### src/rtl/rge_pkg.sv
package rge_pkg;

	// Field widths fixed by the word format.
	localparam int SYM_W  = 13;
	localparam int IDX_W  = 12;
	localparam int BYTE_W = 8;

	// Width used for rule number arithmetic, wide enough for any table size.
	localparam int WIDE_W = 17;

	// Symbols up to LITERAL_MAX are bytes; rule numbers start at RULE_BASE.
	localparam logic [SYM_W-1:0]  LITERAL_MAX = 13'd255;
	localparam logic [WIDE_W-1:0] RULE_BASE   = 17'd256;

	typedef enum logic {
		OP_LOAD,
		OP_EXPAND
	} op_t;

	typedef enum logic [1:0] {
		ERR_NONE,
		ERR_UNLOADED,
		ERR_OVERFLOW,
		ERR_TOO_LONG
	} err_t;

	typedef struct packed {
		op_t              op;
		logic [IDX_W-1:0] rule_index;
		logic [SYM_W-1:0] left_symbol;
		logic [SYM_W-1:0] right_symbol;
		logic [SYM_W-1:0] code_symbol;
	} item_t;

	// Head of the queue as seen by the engine.
	typedef struct packed {
		logic  valid;
		item_t item;
	} head_t;

	// Engine status returned to the front end.
	typedef struct packed {
		logic pop;
		logic clearing;
	} back_stat_t;

	typedef enum logic [2:0] {
		ST_CLEAR,
		ST_IDLE,
		ST_EXEC,
		ST_LOOK,
		ST_POP,
		ST_ERR,
		ST_FIN
	} state_t;

endpackage

### src/rtl/rge_front.sv
module rge_front #(
	parameter int NUM_RULES = 4096
) (
	input  logic                        clk,
	input  logic                        arst_n,
	input  logic                        start,
	output logic                        busy,
	input  logic                        operation,
	input  logic [rge_pkg::IDX_W-1:0]   rule_index,
	input  logic [rge_pkg::SYM_W-1:0]   left_symbol,
	input  logic [rge_pkg::SYM_W-1:0]   right_symbol,
	input  logic [rge_pkg::SYM_W-1:0]   code_symbol,
	input  rge_pkg::back_stat_t         stat,
	output rge_pkg::head_t              head
);

	localparam int DEPTH = 2;

	rge_pkg::item_t              entry_q [DEPTH];
	logic                        wr_ptr_q;
	logic                        rd_ptr_q;
	logic [1:0]                  count_q;
	logic                        accept;
	logic                        in_range;
	logic                        push;
	rge_pkg::item_t              new_item;

	assign busy     = stat.clearing || (count_q == 2'(DEPTH));
	assign accept   = start && !busy;
	assign in_range = rge_pkg::WIDE_W'(rule_index) < rge_pkg::WIDE_W'(NUM_RULES);

	// A load aimed beyond the table is dropped here and never queued.
	assign push = accept &&
		!((rge_pkg::op_t'(operation) == rge_pkg::OP_LOAD) && !in_range);

	always_comb begin
		new_item.op           = rge_pkg::op_t'(operation);
		new_item.rule_index   = rule_index;
		new_item.left_symbol  = left_symbol;
		new_item.right_symbol = right_symbol;
		new_item.code_symbol  = code_symbol;
	end

	always_ff @(posedge clk or negedge arst_n) begin
		if (!arst_n) begin
			wr_ptr_q <= 1'b0;
			rd_ptr_q <= 1'b0;
			count_q  <= 2'd0;
		end else begin
			if (push) begin
				wr_ptr_q <= ~wr_ptr_q;
			end
			if (stat.pop) begin
				rd_ptr_q <= ~rd_ptr_q;
			end
			if (push && !stat.pop) begin
				count_q <= count_q + 2'd1;
			end else if (!push && stat.pop) begin
				count_q <= count_q - 2'd1;
			end
		end
	end

	always_ff @(posedge clk) begin
		if (push) begin
			entry_q[wr_ptr_q] <= new_item;
		end
	end

	assign head.valid = (count_q != 2'd0);
	assign head.item  = entry_q[rd_ptr_q];

endmodule

### config.mk
export PLATFORM = sky130hd
export DESIGN_NAME = rge_front
export DESIGN_NICKNAME = d
export VERILOG_FILES = /design/src/rtl/rge_pkg.sv /design/src/rtl/rge_front.sv
export SDC_FILE = /design/constraint.sdc
export NUM_CORES = 1
export LEC_CHECK = 0
export BUFFER_PORTS_ARGS = -buffer_cell sky130_fd_sc_hd__buf_2
export CAP_MARGIN = 10
export CORE_ASPECT_RATIO = 1.25
export CORE_MARGIN = 2
export CORE_UTILIZATION = 56
export DETAILED_ROUTE_END_ITERATION = 10
export MAX_ROUTING_LAYER = met4
export PLACE_DENSITY = 0.84
export SLEW_MARGIN = 0
export SYNTH_ARGS = -nofsm -noshare
export SYNTH_HDL_FRONTEND = slang
export SYNTH_SLANG_ARGS = --single-unit
### constraint.sdc
create_clock -name clk -period 7.5 [get_ports clk]
set_clock_uncertainty 0.2 [all_clocks]
set_input_delay 1.875 -clock clk [delete_from_list [all_inputs] [get_ports clk]]
set_output_delay 1.875 -clock clk [all_outputs]
set_load 0.02 [all_outputs]
==> qor.yml <==
reg2reg_depth: 5
clock-root-buffer: "clkbuf_8"
yosysWarnings: 0
fin_hold_ws_ns: 0.309
cts-htree-levels: 3
holdBufCountCts: 0
hpwl_um: 4180
cts_tree: "yes"
numCtsBuffers: 9
r2r_start: "count_q[0]"
dr_total_vias: 1961
p_seq_share_pct: 49.7
cp_data_required_time_ns: 5.43
path_cells: "buf_2, or2b_1, buf_2"
synth_top_family_by_area: "multiplexers"
finalCriticalPeriod_ns: 4.42
yosysSeqAreaShare_pct: 76.6
post-cts-setup-buffers: 0
core_area_mm2: 0.00731
syn_inst: 181
insertedDiodeCount: 0
yosys.area_share.simple_pct: 0.981
fill_cells: 506
cts.sinks: 108
post-route-period-util_pct: 59.0
grt_antenna_before_repair: 0
power.internal_uw: 1180
yosys_register_bits: 108
drive_gt1_share_pct: 60.1
min_path_type: "reg2reg"
cp_common_cell: "buf_2"
fmax_mhz: 226
tightest_slew_ns: 0.964
fin_area_mm2: 0.00498
synth.distinct_cells: 16
portBuffers: 110
antenna_left: 0
r2r_slack_ns: 5.08
grt_pass1_vias: 1879
startpoint_type: "input pin"
nets: 356
cp-end-kind: "output port"
multi_input_area_um2: 876
place_congestion: 0.710
cp_slowest_stage_delay_ns: 0.21
relSlewSlack_pct: 35.7
clk_latency_ns: 0.34
drtIter0Drc: 101
initial_core_util_pct: 57.6
leakage_uw: 0.00200
die_area_mm2: 0.00823
slew_violations: 0
cts_buffer_depth: 2
cp_num_buf_inv: 2
vias_per_cell: 4.96
synth_most_common_cell: "edfxtp_1"
powerDensity_mw_per_mm2: 345
yosysTopAreaCellShare_pct: 74.2
sw_frac_of_total_pct: 31.0
p_sw_uw: 532
grt_max_degree: 54
finalSetupTns_ns: 0
synth_area_mm2: 0.00421
critPathSlowestCell: "or2b_1"
area_growth_pct: 18.3
worstPathArrival_ns: 2.35
critPathMaxFanout: 2
status: "finished clean"
setup_viol: 0
synth.area.mux_share_pct: 18.3
synth_nets: 239
synth_flop_cell: "edfxtp_1"
pwr-share-clk_pct: 19.2
critPathTopFamily: "buffers and inverters"
ir_drop_mv: 0.291
rsz0062_at_grt: "false"
route.detailed.drc: 0
syn_avg_cell_area_um2: 23.3
async_flop_share_pct: 3.70
hold_depth: 1
placed_cell_area_mm2: 0.00479
seq_area_mm2: 0.00323
drtPass1Iterations: 4
clkTransAtPathRegs_ns: 0.09
cap_violations: 0
min_from: "count_q[1]"
dieWidth_um: 81.5
grt_first_pass_wirelength_um: 9090
hold_violations: 0
synth_edf_count: 104
wl_um: 6210
synth-xor-area-share_pct: 1.04
placed_cells: 379
ctsResizeCount: 0
synth_area_leaders: "edfxtp_1 74%, mux2_4 17%, buf_12 2.4%"
holdPathEnd: "count_q[1]"
wl_per_cell_um: 15.7
rows: 35
io_pins: 111
combPwrFrac_pct: 31.1
regToRegEndpoint: "entry_q[1][25]"
die_h_um: 101
yosys.area.top_type: "edfxtp_1"
grt_usage_pct: 16.0
grt_overflow: 0
final_cells: 395
yosys.area_share.adder_pct: 0.297
worstSetupPathType: "in2out"
ys_top_cells_by_count: "104 x edfxtp_1, 49 x mux2_4, 5 x buf_12"
synth_compound_area_share_pct: 0
## per-layer routing
metal,vias to the layer above,track usage (%),wire [um]
li1,936,-,-
met1,951,18.5,2450
met2,63,25.9,3320
met3,11,3.32,275
met4,0,9.00,158
met5,-,-,0
## cells in the final DEF, fill, tap and decap left out
master | synthesis | routed
xor2_1 | 3 | 3
buf_4 | 0 | 2
inv_1 | 2 | 2
mux2_4 | 49 | 49
nand3b_1 | 1 | 1
nor2_4 | 0 | 1
clkinv_2 | 0 | 1
or2_2 | 1 | 1
clkinv_1 | 0 | 2
ha_1 | 1 | 1
clkbuf_8 | 0 | 9
buf_2 | 0 | 110
bufinv_16 | 0 | 1
dfrtp_1 | 4 | 3
mux2_2 | 3 | 3
and2_2 | 0 | 1
nor2_1 | 2 | 1
inv_6 | 0 | 1
nand2b_1 | 1 | 1
dfrtp_4 | 0 | 1
or2b_1 | 1 | 1
clkinvlp_4 | 0 | 2
xnor2_1 | 2 | 2
edfxtp_1 | 104 | 104
## metrics by stage
stage / total power [uW] / setup WS, ns / util, %
after global placement: 1400 / 3.09 / 65.5
after global routing: 1800 / 3.07 / 68.1
after floorplan: 1310 / 2.57 / -
after CTS: 1740 / 3.08 / 68.1
after detailed placement: 1410 / 3.08 / 65.5
final: 1720 / 3.08 / 68.1
## area by class of cell
type	instances	area share, %
Timing Repair Buffer	112	11.4
Inverter	2	0.151
Multi-Input combinational cell	65	17.6
Sequential cell	108	64.8
Clock inverter	7	1.33
Clock buffer	9	2.49
Tap cell	92	2.31
## power by group through the flow
| stage | sequential [uW] | combinational [uW] | clock, uW |
|---|---|---|---|
| global route | 866 | 568 | 363 |
| CTS | 856 | 541 | 341 |
| finish | 853 | 534 | 330 |
| global placement | 864 | 534 | 0 |
| detailed placement | 869 | 540 | 0 |
| floorplan | 788 | 519 | 0 |
## kinds of logic after synthesis
| family | Yosys count |
|---|---|
| adders and majority gates | 1 |
| buffers and inverters | 8 |
| xor gates and xnor gates | 5 |
| muxes | 52 |
| DFF | 108 |
| and+or+nand+nor | 7 |
## worst max path at each step
stage / from / to / slack (ns) / cells past startpoint
3_3_place_gp: stat[0] / busy / 3.09 / 3
6_report: stat[0] / busy / 3.08 / 3
5_1_grt: stat[0] / busy / 3.07 / 3
3_5_place_dp: stat[0] / busy / 3.08 / 3
2_1_floorplan: stat[0] / entry_q[0][0] / 2.57 / 2
4_1_cts: stat[0] / busy / 3.08 / 3
## worst register-to-register path, delay by kind of cell (launching register included)
| family | cells | cell delay [ns] |
|---|---|---|
| buffers and inverters | 2 | 0.58 |
| and+or+nand+nor | 3 | 0.89 |
| DFF | 1 | 0.42 |
## flip-flops by register name, indices dropped and copies added (netlist names)
register and cells:
count_q 2, rd_ptr_q 1, wr_ptr_q 1, entry_q 104
No activity file was read; power rests on OpenSTA's default activity.
